[src/hw/rtl/pgmhp_pkg.sv]
// ----------------------------------------------------------------------------
// PGM header parser package
// Widths, character codes, error codes and the result type of the parser.
// ----------------------------------------------------------------------------
`default_nettype none

package pgmhp_pkg;

   localparam int BYTE_BITS        = 8;
   localparam int COUNT_BITS       = 8;
   localparam int VALUE_BITS       = 16;
   localparam int MAX_DIGITS       = 31;
   localparam int DIGIT_COUNT_BITS = $clog2(MAX_DIGITS + 1);
   localparam int FIELD_BITS       = 16;
   localparam int CODE_BITS        = 4;

   localparam int CSR_DATA_BITS  = 32;
   localparam int CSR_ADDR_BITS  = 3;
   localparam int CSR_INDEX_BITS = CSR_ADDR_BITS - 2;

   localparam logic [CSR_INDEX_BITS-1:0] CSR_IMAGE_COUNT_IDX = '0;
   localparam logic [COUNT_BITS-1:0]     IMAGE_COUNT_RESET   = COUNT_BITS'(1);

   localparam logic [BYTE_BITS-1:0] CHAR_P     = 8'h50;
   localparam logic [BYTE_BITS-1:0] CHAR_5     = 8'h35;
   localparam logic [BYTE_BITS-1:0] CHAR_HASH  = 8'h23;
   localparam logic [BYTE_BITS-1:0] CHAR_SPACE = 8'h20;
   localparam logic [BYTE_BITS-1:0] CHAR_TAB   = 8'h09;
   localparam logic [BYTE_BITS-1:0] CHAR_LF    = 8'h0A;
   localparam logic [BYTE_BITS-1:0] CHAR_CR    = 8'h0D;
   localparam logic [BYTE_BITS-1:0] CHAR_ZERO  = 8'h30;
   localparam logic [BYTE_BITS-1:0] CHAR_NINE  = 8'h39;

   localparam logic [VALUE_BITS-1:0] WHITE_MAX = VALUE_BITS'(255);

   localparam logic [CODE_BITS-1:0] ERR_NONE          = 4'd0;
   localparam logic [CODE_BITS-1:0] ERR_BAD_MAGIC     = 4'd1;
   localparam logic [CODE_BITS-1:0] ERR_MISSING_NUM   = 4'd2;
   localparam logic [CODE_BITS-1:0] ERR_TOO_LONG      = 4'd3;
   localparam logic [CODE_BITS-1:0] ERR_PREMATURE_END = 4'd4;
   localparam logic [CODE_BITS-1:0] ERR_BAD_SIZE      = 4'd5;
   localparam logic [CODE_BITS-1:0] ERR_ZERO_WHITE    = 4'd6;
   localparam logic [CODE_BITS-1:0] ERR_WHITE_RANGE   = 4'd7;
   localparam logic [CODE_BITS-1:0] ERR_SHAPE         = 4'd8;

   typedef struct packed {
      logic                  header_done;
      logic                  header_failed;
      logic [CODE_BITS-1:0]  error_code;
      logic [FIELD_BITS-1:0] image_width;
      logic [FIELD_BITS-1:0] image_height;
      logic [FIELD_BITS-1:0] white_level;
   } result_type;

endpackage

`default_nettype wire

[src/hw/rtl/pgmhp_if.sv]
// ----------------------------------------------------------------------------
// PGM header parser channels
// Valid/ready channels for header bytes in and parse results out.
// ----------------------------------------------------------------------------
`default_nettype none

interface pgmhp_req_if;
   import pgmhp_pkg::*;

   logic                 valid;
   logic                 ready;
   logic [BYTE_BITS-1:0] data_byte;
   logic                 end_of_stream;

   modport source (output valid, output data_byte, output end_of_stream, input ready);
   modport sink (input valid, input data_byte, input end_of_stream, output ready);
endinterface

interface pgmhp_rsp_if;
   import pgmhp_pkg::*;

   logic                  valid;
   logic                  ready;
   logic                  header_done;
   logic                  header_failed;
   logic [CODE_BITS-1:0]  error_code;
   logic [FIELD_BITS-1:0] image_width;
   logic [FIELD_BITS-1:0] image_height;
   logic [FIELD_BITS-1:0] white_level;

   modport source (output valid, output header_done, output header_failed,
                   output error_code, output image_width, output image_height,
                   output white_level, input ready);
   modport sink (input valid, input header_done, input header_failed,
                 input error_code, input image_width, input image_height,
                 input white_level, output ready);
endinterface

`default_nettype wire

[src/hw/rtl/pgmhp_parse_core.sv]
// ----------------------------------------------------------------------------
// PGM header parse core
// Byte-wise header state machine with decimal accumulation and final checks.
// ----------------------------------------------------------------------------
`default_nettype none

module pgmhp_parse_core
   import pgmhp_pkg::*;
(
   input  logic                  clock,
   input  logic                  reset,
   input  logic                  accept,
   input  logic [BYTE_BITS-1:0]  data_byte,
   input  logic                  end_of_stream,
   input  logic [COUNT_BITS-1:0] image_count,
   output result_type            result
);

   typedef enum logic [3:0] {
      PH_MAGIC_P,
      PH_MAGIC_5,
      PH_MAGIC_END,
      PH_SKIP_W,
      PH_DIG_W,
      PH_SKIP_H,
      PH_DIG_H,
      PH_SKIP_X,
      PH_DIG_X,
      PH_DONE,
      PH_FAILED
   } phase_type;

   phase_type                   phase_ff, phase_in;
   logic                        comment_ff, comment_in;
   logic [DIGIT_COUNT_BITS-1:0] count_ff, count_in;
   logic [VALUE_BITS-1:0]       acc_ff, acc_in;
   logic [VALUE_BITS-1:0]       width_ff, width_in;
   logic [VALUE_BITS-1:0]       height_ff, height_in;
   logic [VALUE_BITS-1:0]       white_ff, white_in;
   logic [CODE_BITS-1:0]        error_ff, error_in;

   logic [VALUE_BITS+3:0]            acc_next_wide;
   logic [VALUE_BITS+COUNT_BITS-1:0] shape_product;
   logic                             too_long;
   logic                             byte_ws;
   logic                             byte_digit;
   logic                             byte_hash;
   logic                             byte_eol;
   logic [VALUE_BITS-1:0]            digit_value;

   assign byte_ws    = (data_byte == CHAR_SPACE) ||
                       ((data_byte >= CHAR_TAB) && (data_byte <= CHAR_CR));
   assign byte_digit = (data_byte >= CHAR_ZERO) && (data_byte <= CHAR_NINE);
   assign byte_hash  = (data_byte == CHAR_HASH);
   assign byte_eol   = (data_byte == CHAR_LF) || (data_byte == CHAR_CR);
   assign digit_value = VALUE_BITS'(data_byte[3:0]);

   assign acc_next_wide = ({4'b0, acc_ff} << 3) + ({4'b0, acc_ff} << 1)
                        + (VALUE_BITS + 4)'(data_byte[3:0]);
   assign too_long = (count_ff >= DIGIT_COUNT_BITS'(MAX_DIGITS)) ||
                     (acc_next_wide[VALUE_BITS+3:VALUE_BITS] != 4'b0);
   assign shape_product = (VALUE_BITS + COUNT_BITS)'(height_ff)
                        * (VALUE_BITS + COUNT_BITS)'(image_count);

   always_comb begin
      phase_in   = phase_ff;
      comment_in = comment_ff;
      count_in   = count_ff;
      acc_in     = acc_ff;
      width_in   = width_ff;
      height_in  = height_ff;
      white_in   = white_ff;
      error_in   = error_ff;
      if (accept && (phase_ff != PH_DONE) && (phase_ff != PH_FAILED)) begin
         if (end_of_stream) begin
            phase_in = PH_FAILED;
            if ((phase_ff == PH_MAGIC_P) || (phase_ff == PH_MAGIC_5) ||
                (phase_ff == PH_MAGIC_END)) begin
               error_in = ERR_BAD_MAGIC;
            end else if (phase_ff == PH_DIG_X) begin
               error_in = ERR_PREMATURE_END;
            end else begin
               error_in = ERR_MISSING_NUM;
            end
         end else begin
            unique case (phase_ff)
               PH_MAGIC_P: begin
                  if (data_byte == CHAR_P) begin
                     phase_in = PH_MAGIC_5;
                  end else begin
                     phase_in = PH_FAILED;
                     error_in = ERR_BAD_MAGIC;
                  end
               end
               PH_MAGIC_5: begin
                  if (data_byte == CHAR_5) begin
                     phase_in = PH_MAGIC_END;
                  end else begin
                     phase_in = PH_FAILED;
                     error_in = ERR_BAD_MAGIC;
                  end
               end
               PH_MAGIC_END: begin
                  if (byte_ws) begin
                     phase_in = PH_SKIP_W;
                  end else begin
                     phase_in = PH_FAILED;
                     error_in = ERR_BAD_MAGIC;
                  end
               end
               PH_SKIP_W, PH_SKIP_H, PH_SKIP_X: begin
                  if (comment_ff) begin
                     if (byte_eol) begin
                        comment_in = 1'b0;
                     end
                  end else if (byte_ws) begin
                     comment_in = 1'b0;
                  end else if (byte_hash) begin
                     comment_in = 1'b1;
                  end else if (byte_digit) begin
                     acc_in   = digit_value;
                     count_in = DIGIT_COUNT_BITS'(1);
                     if (phase_ff == PH_SKIP_W) begin
                        phase_in = PH_DIG_W;
                     end else if (phase_ff == PH_SKIP_H) begin
                        phase_in = PH_DIG_H;
                     end else begin
                        phase_in = PH_DIG_X;
                     end
                  end else begin
                     phase_in = PH_FAILED;
                     error_in = ERR_MISSING_NUM;
                  end
               end
               PH_DIG_W, PH_DIG_H, PH_DIG_X: begin
                  if (byte_digit) begin
                     if (too_long) begin
                        phase_in = PH_FAILED;
                        error_in = ERR_TOO_LONG;
                     end else begin
                        acc_in   = acc_next_wide[VALUE_BITS-1:0];
                        count_in = count_ff + DIGIT_COUNT_BITS'(1);
                     end
                  end else if (phase_ff == PH_DIG_X) begin
                     white_in = acc_ff;
                     if ((width_ff == '0) || (height_ff == '0)) begin
                        phase_in = PH_FAILED;
                        error_in = ERR_BAD_SIZE;
                     end else if (acc_ff == '0) begin
                        phase_in = PH_FAILED;
                        error_in = ERR_ZERO_WHITE;
                     end else if (acc_ff > WHITE_MAX) begin
                        phase_in = PH_FAILED;
                        error_in = ERR_WHITE_RANGE;
                     end else if (shape_product !=
                                  (VALUE_BITS + COUNT_BITS)'(width_ff)) begin
                        phase_in = PH_FAILED;
                        error_in = ERR_SHAPE;
                     end else begin
                        phase_in = PH_DONE;
                     end
                  end else begin
                     if (phase_ff == PH_DIG_W) begin
                        width_in = acc_ff;
                     end else begin
                        height_in = acc_ff;
                     end
                     if (byte_ws || byte_hash) begin
                        comment_in = byte_hash;
                        phase_in   = (phase_ff == PH_DIG_W) ? PH_SKIP_H : PH_SKIP_X;
                     end else begin
                        phase_in = PH_FAILED;
                        error_in = ERR_MISSING_NUM;
                     end
                  end
               end
               default: begin
                  phase_in = PH_FAILED;
                  error_in = ERR_BAD_MAGIC;
               end
            endcase
         end
      end
   end

   always_ff @(posedge clock) begin
      if (reset) begin
         phase_ff   <= PH_MAGIC_P;
         comment_ff <= 1'b0;
         count_ff   <= '0;
         acc_ff     <= '0;
         width_ff   <= '0;
         height_ff  <= '0;
         white_ff   <= '0;
         error_ff   <= ERR_NONE;
      end else begin
         phase_ff   <= phase_in;
         comment_ff <= comment_in;
         count_ff   <= count_in;
         acc_ff     <= acc_in;
         width_ff   <= width_in;
         height_ff  <= height_in;
         white_ff   <= white_in;
         error_ff   <= error_in;
      end
   end

   always_comb begin
      result.header_done   = (phase_in == PH_DONE);
      result.header_failed = (phase_in == PH_FAILED);
      result.error_code    = error_in;
      result.image_width   = FIELD_BITS'(width_in);
      result.image_height  = FIELD_BITS'(height_in);
      result.white_level   = FIELD_BITS'(white_in);
   end

endmodule

`default_nettype wire

[src/hw/rtl/pgm_header_parser.sv]
// ----------------------------------------------------------------------------
// PGM header parser
// Parses the header of a binary grey-map stream and checks its dimensions.
// ----------------------------------------------------------------------------
// Header bytes enter on req_if, one byte or one end mark per transfer. Every
// accepted transfer yields exactly one transfer on rsp_if with the status and
// the values parsed so far. The result is registered, and a new byte can be
// taken in every cycle while req_if.ready is high: the parse state and the
// multiply-by-ten digit update are both combinational from registered state.
// The result side has an output register and a one-entry skid buffer, so the
// input keeps taking bytes while one result waits; req_if.ready drops only when
// both are full, and rises again the cycle after rsp_if takes a result.
// image_count is written over the APB port at byte address 0 and is read when
// the maximum value ends; write it only while the parser is idle.
// Reset brings the parser back to expecting the magic, clears all values and
// errors, sets image_count to 1 and empties the result buffers. After success
// or the first error the status holds until the next reset.
// ----------------------------------------------------------------------------
`default_nettype none

module pgm_header_parser
   import pgmhp_pkg::*;
(
   input  logic                     clock,
   input  logic                     reset,
   pgmhp_req_if.sink                req_if,
   pgmhp_rsp_if.source              rsp_if,
   input  logic                     psel,
   input  logic                     penable,
   input  logic                     pwrite,
   input  logic [CSR_ADDR_BITS-1:0] paddr,
   input  logic [CSR_DATA_BITS-1:0] pwdata,
   output logic [CSR_DATA_BITS-1:0] prdata,
   output logic                     pready
);

   logic [COUNT_BITS-1:0] image_count_ff, image_count_in;
   logic [CSR_INDEX_BITS-1:0] csr_index;
   logic csr_write;

   result_type core_result;
   result_type out_ff, out_in;
   result_type skid_ff, skid_in;
   logic out_valid_ff, out_valid_in;
   logic skid_valid_ff, skid_valid_in;
   logic req_accept;

   assign pready    = 1'b1;
   assign csr_index = paddr[CSR_ADDR_BITS-1:2];
   assign csr_write = psel && penable && pwrite && pready;

   always_comb begin
      image_count_in = image_count_ff;
      prdata         = '0;
      unique case (csr_index)
         CSR_IMAGE_COUNT_IDX: begin
            prdata = CSR_DATA_BITS'(image_count_ff);
            if (csr_write) begin
               image_count_in = pwdata[COUNT_BITS-1:0];
            end
         end
         default: begin
            prdata = '0;
         end
      endcase
   end

   assign req_if.ready = !skid_valid_ff;
   assign req_accept   = req_if.valid && !skid_valid_ff;

   pgmhp_parse_core u_core (
      .clock         (clock),
      .reset         (reset),
      .accept        (req_accept),
      .data_byte     (req_if.data_byte),
      .end_of_stream (req_if.end_of_stream),
      .image_count   (image_count_ff),
      .result        (core_result)
   );

   always_comb begin
      out_in        = out_ff;
      out_valid_in  = out_valid_ff;
      skid_in       = skid_ff;
      skid_valid_in = skid_valid_ff;
      if (out_valid_ff && rsp_if.ready) begin
         out_valid_in = skid_valid_ff;
         if (skid_valid_ff) begin
            out_in        = skid_ff;
            skid_valid_in = 1'b0;
         end
      end
      if (req_accept) begin
         if (!out_valid_in) begin
            out_in       = core_result;
            out_valid_in = 1'b1;
         end else begin
            skid_in       = core_result;
            skid_valid_in = 1'b1;
         end
      end
   end

   always_ff @(posedge clock) begin
      if (reset) begin
         image_count_ff <= IMAGE_COUNT_RESET;
         out_valid_ff   <= 1'b0;
         skid_valid_ff  <= 1'b0;
      end else begin
         image_count_ff <= image_count_in;
         out_valid_ff   <= out_valid_in;
         skid_valid_ff  <= skid_valid_in;
      end
      out_ff  <= out_in;
      skid_ff <= skid_in;
   end

   assign rsp_if.valid         = out_valid_ff;
   assign rsp_if.header_done   = out_ff.header_done;
   assign rsp_if.header_failed = out_ff.header_failed;
   assign rsp_if.error_code    = out_ff.error_code;
   assign rsp_if.image_width   = out_ff.image_width;
   assign rsp_if.image_height  = out_ff.image_height;
   assign rsp_if.white_level   = out_ff.white_level;

endmodule

`default_nettype wire

[src/flat_wrapper.sv]
// flat-port wrapper written by rule: the top's interface ports become plain ports
module pgm_header_parser_flat import pgmhp_pkg::*;
  (clock, reset, psel, penable, pwrite, paddr, pwdata, prdata, pready, req_if_valid, req_if_data_byte, req_if_end_of_stream, req_if_ready, rsp_if_valid, rsp_if_header_done, rsp_if_header_failed, rsp_if_error_code, rsp_if_image_width, rsp_if_image_height, rsp_if_white_level, rsp_if_ready);
  pgmhp_req_if req_if_i ();
  pgmhp_rsp_if rsp_if_i ();
  input  logic clock;
  input  logic reset;
  input  logic psel;
  input  logic penable;
  input  logic pwrite;
  input  logic [CSR_ADDR_BITS-1:0] paddr;
  input  logic [CSR_DATA_BITS-1:0] pwdata;
  output logic [CSR_DATA_BITS-1:0] prdata;
  output logic pready;
  input wire logic [$bits(req_if_i.valid)-1:0] req_if_valid;
  input wire logic [$bits(req_if_i.data_byte)-1:0] req_if_data_byte;
  input wire logic [$bits(req_if_i.end_of_stream)-1:0] req_if_end_of_stream;
  output wire logic [$bits(req_if_i.ready)-1:0] req_if_ready;
  output wire logic [$bits(rsp_if_i.valid)-1:0] rsp_if_valid;
  output wire logic [$bits(rsp_if_i.header_done)-1:0] rsp_if_header_done;
  output wire logic [$bits(rsp_if_i.header_failed)-1:0] rsp_if_header_failed;
  output wire logic [$bits(rsp_if_i.error_code)-1:0] rsp_if_error_code;
  output wire logic [$bits(rsp_if_i.image_width)-1:0] rsp_if_image_width;
  output wire logic [$bits(rsp_if_i.image_height)-1:0] rsp_if_image_height;
  output wire logic [$bits(rsp_if_i.white_level)-1:0] rsp_if_white_level;
  input wire logic [$bits(rsp_if_i.ready)-1:0] rsp_if_ready;
  assign req_if_i.valid = req_if_valid;
  assign req_if_i.data_byte = req_if_data_byte;
  assign req_if_i.end_of_stream = req_if_end_of_stream;
  assign req_if_ready = req_if_i.ready;
  assign rsp_if_valid = rsp_if_i.valid;
  assign rsp_if_header_done = rsp_if_i.header_done;
  assign rsp_if_header_failed = rsp_if_i.header_failed;
  assign rsp_if_error_code = rsp_if_i.error_code;
  assign rsp_if_image_width = rsp_if_i.image_width;
  assign rsp_if_image_height = rsp_if_i.image_height;
  assign rsp_if_white_level = rsp_if_i.white_level;
  assign rsp_if_i.ready = rsp_if_ready;
  pgm_header_parser u_core (.clock(clock), .reset(reset), .req_if(req_if_i), .rsp_if(rsp_if_i), .psel(psel), .penable(penable), .pwrite(pwrite), .paddr(paddr), .pwdata(pwdata), .prdata(prdata), .pready(pready));
endmodule
[config.mk]
export PLATFORM = sky130hd
export DESIGN_NAME = pgm_header_parser_flat
export DESIGN_NICKNAME = d
export VERILOG_FILES = /design/src/hw/rtl/pgmhp_pkg.sv /design/src/hw/rtl/pgmhp_if.sv /design/src/hw/rtl/pgmhp_parse_core.sv /design/src/hw/rtl/pgm_header_parser.sv /design/src/flat_wrapper.sv
export SDC_FILE = /design/constraint.sdc
export NUM_CORES = 1
export LEC_CHECK = 0
export BUFFER_PORTS_ARGS = -buffer_cell sky130_fd_sc_hd__buf_2
export CORE_ASPECT_RATIO = 1.1
export CORE_UTILIZATION = 30
export DETAILED_ROUTE_END_ITERATION = 16
export SYNTH_ARGS = -nofsm -noshare
export SYNTH_HDL_FRONTEND = slang
export SYNTH_SLANG_ARGS = --single-unit
[constraint.sdc]
create_clock -name clock -period 8.6 [get_ports clock]
set_clock_uncertainty 0.2 [all_clocks]
set_input_delay 1.72 -clock clock [delete_from_list [all_inputs] [get_ports clock]]
set_output_delay 1.72 -clock clock [all_outputs]
set_load 0.02 [all_outputs]
======== Word-level counts from Yosys, hierarchy flattened ========
Index checks and enable logic that the tools add are counted.
storage, ports and cells
  register bits after elaboration ......... 196
  input bits .............................. 51
  output and inout port bits .............. 89
  logic and storage cells ................. 181
cells by class
  add/sub/neg operators ................... 3
  $mul .................................... 1
  order comparisons ....................... 6
  equality and inequality tests ........... 28
  muxes and demuxes ....................... 90
  bitwise logic cells ..................... 2
  reductions and logical operators ........ 28
operators with widths
  cell                                                                                 count
  16-bit two-way mux                                                                   23
  54-bit two-way mux                                                                   4
  4-bit two-way mux                                                                    32
  16-bit zero test                                                                     3
  4-bit case mux with 5 select lines                                                   2
  16-bit case mux with 2 select lines                                                  1
  5-bit two-way mux                                                                    6
  8-bit by 6-bit equality test with 1-bit output, second input constant                3
  16-bit by 8-bit multiplier with 24-bit output                                        1
  24-bit by 16-bit != test with 1-bit output                                           1
  19-bit by 17-bit adder with 20-bit output                                            1
  20-bit by 4-bit adder with 20-bit output                                             1
  2-bit != test, second input constant                                                 9
  4-bit by 3-bit equality test with 1-bit output, second input constant                4
  8-bit by 4-bit equality test with 1-bit output, second input constant                2
  16-bit by 8-bit greater-than comparator with 1-bit output, second input constant     1
  4-bit equality test, second input constant                                           3
  1-bit two-way mux                                                                    12
  2-bit two-way mux                                                                    5
  5-bit case mux with 2 select lines                                                   1
  9-bit AND reduction                                                                  1
  4-bit by 2-bit equality test with 1-bit output, second input constant                2
  8-bit by 7-bit equality test with 1-bit output, second input constant                1
  8-bit by 4-bit greater-or-equal comparator with 1-bit output, second input constant  1
  other kinds (20)                                                                     38

======== Depth between registers and ports, before layout ========
  depth in word-level cells ............... 14
  depth in mapped cells ................... 22
  mapped depth without buffers ............ 20

======== Modules after synthesis ========
From an unflattened synthesis, not the netlist that was laid out.
second synthesis, totals
  cell total of the unflattened synthesis .. 1602
  area total of the unflattened synthesis .. 14221.1 um^2
by module, submodules not included
  module             instances  cells an instance  area an instance (um^2)  sequential area each (um^2)
  pgmhp_parse_core   1          1163               9676.8                   1561.5
  pgm_header_parser  1          439                4544.4                   2902.8

======== Least setup slack after synthesis ========
Ideal clock, no wire load.
  path kind ............................... register to register
  start point ............................. register u_core.image_count_ff[2]
  end point ............................... register u_core.skid_ff[51] in the netlist's numbering, data pin
  setup time .............................. 0.259 ns
  arrival ................................. 5.509 ns
  data required time ...................... 8.141 ns
  path slack .............................. 2.631 ns
  cell stages (with the launch flop) ...... 20
  buffers on the path ..................... 2
  clock period less this slack ............ 5.969 ns
  path through ............................ dfxtp_1 -> clkbuf_1 -> clkbuf_1 -> nand2_1 -> fa_1 -> fa_1 -> fa_1 -> fa_1 -> inv_1 -> ha_1 -> and2_4 -> a221o_1 -> o21a_1 -> o31a_1 -> or4_4 -> nor4_4 -> nand4_1 -> nor3b_1 -> a211oi_2 -> inv_1
RTL lines
  item                      line                      RTL
  start: declaration        pgm_header_parser.sv:37   logic [COUNT_BITS-1:0] image_count_ff, image_count_in;
  start signal: assignment  pgm_header_parser.sv:110  image_count_ff <= image_count_in;
  end signal: assignment    pgm_header_parser.sv:115  skid_ff <= skid_in;
  end: declaration          pgm_header_parser.sv:43   result_type skid_ff, skid_in;

==> flow_summary.ini <==
[outcome]
outcome = completed

[yosys]
synth-edff-count = 54
synth_top_area_share = 0.204
yosysUniqueCellTypes = 72
async_flop_share = 0
ys_seq_area_frac = 0.320
yosysTopAreaCell = dfxtp_1
yosys_register_bits = 196
avgSynthCellArea_sq_um = 8.81
netlist_instances = 1585
synth.area.top_cells = dfxtp_1 (20%), fa_1 (12%), edfxtp_1 (12%)
synthesis.area_sq_mm = 0.0140
synth_flop_cell = dfxtp_1
synth_warnings = 0

[worst_setup_path]
crit_type = reg -> reg
path_delay_family = adder cells
rr_worst_depth = 17
cp.depth = 17
cp_data_required_time_ns = 8.61
crit_buf_inv = 2
r2r-end = u_core.skid_ff[53]
reg2reg_slack_ns = 1.39
startpoint = u_core.image_count_ff[3]
cp-end-kind = register
slowest_delay_ns = 0.87
crit_arrival_ns = 7.22
start_kind = register
crit_path_frequent_cell = fa_1
rr_startpoint = u_core.image_count_ff[3]
worstSetupEndpoint = u_core.skid_ff[53]
crit_fanout = 18
path_cells = and2_1 -> fa_1 -> inv_1 -> fa_1 -> fa_1 -> fa_1 -> inv_1 -> ha_1 -> a211oi_1 -> nor2_1 -> a2111oi_0 -> or3_1 -> nand4b_1 -> nor4b_1 -> nand4_1 -> o21ai_1 -> nor3b_2
slowest_stage = dfxtp_1

[global_route]
grt_max_degree = 93
antenna_found_initial = 1
grt_overflow = 0
grt_pass1_vias = 10800
globalRouteTotalUtil = 0.149
grt_pass1_wl_microns = 56900

[cts]
cts_buffers = 17
cts_hold_buf = 0
cts_root_buffer = clkbuf_16
cts.sinks = 196
clkLatencyLatePin_ns = 0.45
cts_tree = done
ctsHtreeMaxLevel = 4
postCtsResizedCells = 0
clk_pin_slew_ns = 0.07
clock_path_buffers = 2
post_cts_buffers = 0

[detailed_routing]
totalWireLength_microns = 34700
ant_nets = 0
drt-pass1-iter-count = 5
vias_per_cell = 5.01
num_vias = 11100
drtIter0Drc = 614
route.detailed.drc = 0
drt-wirelength-per-cell_microns = 15.7

[timing]
setup_viol_count_final = 0
slew_headroom = 0.311
worst_pin_slew_ns = 1.03
max_freq_mhz = 139
period_share = 0.838
hold_slack_ns = 0.280
layout_min_cycle_time_ns = 7.21
finalSetupTns_ns = 0
final_hold_viol_count = 0
rsz0062_at_grt = no
slew_viol_final = 0

[flow_run]
cap_violations = 0

[power]
power_density_mw_per_mm2 = 134
p_int_uw = 1480
p_seq_frac = 0.498
ir_worst_vdd_uv = 129
p_leak_uw = 0.00740
pwr-share-clk = 0.387
power_frac_comb = 0.115
p_sw_frac = 0.280
p_switching_uw = 576

[floorplanning]
fp.dieW_microns = 208
core_area_sq_mm = 0.0458
start_util = 0.305
io_pins = 140
die_y_microns = 228
placementRows = 82
dieArea_sq_mm = 0.0474

[placement]
gp_congestion = 0.890
portBuffers = 88
dp_hpwl_microns = 25900

[layout]
layout.nets = 1825
n_antenna_cell = 0
fillCellCount = 4825
area_growth_pct = 10.3
drive_gt1_frac = 0.0930

[worst_hold_path]
hold_path_class = reg -> reg
==> power groups by stage <==
stage / Combinational [uW] / Sequential [uW] / Clock [uW]
final: 236 / 1030 / 797
after global routing: 258 / 1030 / 856
after CTS: 238 / 1030 / 819
after detailed placement: 237 / 1050 / 0
after global placement: 235 / 1050 / 0
after floorplan: 129 / 1080 / 0
==> synth_stat cells, types with 17 or more instances <==
library cell / instances
ha_1: 77
nor2b_1: 21
a21oi_1: 126
xnor2_1: 22
nor3_1: 17
fa_1: 86
nor4_1: 17
edfxtp_1: 54
and2_1: 58
nand2_1: 176
inv_1: 154
dfxtp_1: 142
nand3_1: 28
clkbuf_1: 85
nor2_1: 145
buf_4: 25
a211oi_1: 18
o21ai_0: 43
mux2i_1: 101
a21o_1: 17
==> per-layer routing <==
| metal | vias up | track usage | wire (microns) |
|---|---|---|---|
| met5 | - | 0 | 11 |
| met4 | 2 | 0.0419 | 743 |
| met3 | 48 | 0.0286 | 1750 |
| met2 | 289 | 0.246 | 16500 |
| met1 | 5377 | 0.198 | 15800 |
| li1 | 5373 | - | - |
==> sequential cells by signal, indices dropped and copies added, names as in the netlist <==
signal	count
u_core.skid_ff	54
u_core.rsp_if.image_height	16
u_core.rsp_if.image_width	16
u_core.rsp_if.white_level	16
u_core.u_core.acc_ff	16
u_core.u_core.height_ff	16
u_core.u_core.white_ff	16
u_core.u_core.width_ff	16
u_core.image_count_ff	8
u_core.u_core.count_ff	5
u_core.rsp_if.error_code	4
u_core.u_core.error_ff	4
u_core.u_core.phase_ff	4
u_core.rsp_if.header_done	1
u_core.rsp_if.header_failed	1
u_core.rsp_if.valid	1
u_core.skid_valid_ff	1
u_core.u_core.comment_ff	1
==> through the flow <==
stage | power [uW] | worst slack [ns] | cell area (sq um) | util | instances
after floorplan | 1210 | 2.63 | 14000 | - | 1608
after detailed placement | 1280 | 1.53 | 14800 | 0.323 | 2180
after global placement | 1280 | 1.64 | 14800 | 0.323 | 2180
after global routing | 2150 | 1.02 | 15400 | 0.337 | 2212
after CTS | 2080 | 1.46 | 15400 | 0.337 | 2212
final | 2060 | 1.39 | 15400 | 0.337 | 2212
==> worst min path at each step <==
stage | from | endpoint | slack [ns] | depth (start not counted)
6_report | u_core.u_core.count_ff[4] | u_core.u_core.count_ff[4] | 0.28 | 2
5_1_grt | u_core.u_core.count_ff[1] | u_core.u_core.count_ff[1] | 0.31 | 2
4_1_cts | u_core.u_core.count_ff[4] | u_core.u_core.count_ff[4] | 0.28 | 2
3_5_place_dp | u_core.u_core.count_ff[4] | u_core.u_core.count_ff[4] | 0.27 | 2
3_3_place_gp | u_core.u_core.count_ff[4] | u_core.u_core.count_ff[4] | 0.26 | 2
2_1_floorplan | u_core.u_core.count_ff[4] | u_core.u_core.count_ff[4] | 0.25 | 2
==> cells by family after synthesis <==
logic type	share of synthesized area
XOR/XNOR	0.0229
AO/OA/AOI/OAI	0.126
buffers and inverters	0.0788
AND/OR/NAND/NOR	0.185
adder cells (fa/ha/maj)	0.192
flip-flops	0.320
other	0.000538
multiplexers	0.0748
==> final cells by class <==
type	instances	area, sq um	share of cell area
Multi-Input combinational cell	1145	8520	0.553
Sequential cell	196	4460	0.290
Tap cell	588	736	0.0478
Inverter	154	578	0.0375
Timing Repair Buffer	97	508	0.0330
Clock buffer	17	425	0.0276
Clock inverter	15	171	0.0111
==> cells in the final DEF, fill, tap and decap left out, types with 4 or more instances in the layout <==
cell	count
and3_1	8
dfxtp_1	142
buf_2	88
nand2b_1	11
conb_1	25
ha_1	77
o21ai_1	5
mux2i_1	101
nand3_1	27
a211o_1	5
fa_1	86
nor2_1	144
nor3_1	17
clkbuf_16	17
nand4b_1	6
nor4b_1	4
a31oi_1	4
o2111ai_1	4
nand2_1	175
buf_4	9
o21a_1	13
nand4_1	14
nor2b_1	21
nand3b_1	4
o21ai_0	43
edfxtp_1	54
and2_1	58
a22oi_1	6
xor2_1	12
or4_1	4
o22ai_1	4
o211ai_1	7
xnor2_1	22
inv_1	154
a21oi_1	125
nor4_1	17
a211oi_1	17
a21o_1	17
==> tightest hold or removal path, cell delays in order, from the launching register on <==
cell and delay (ns):
dfxtp_1 0.33, nand2_1 0.06, a21oi_1 0.05
(Power assumes the default switching activity.)
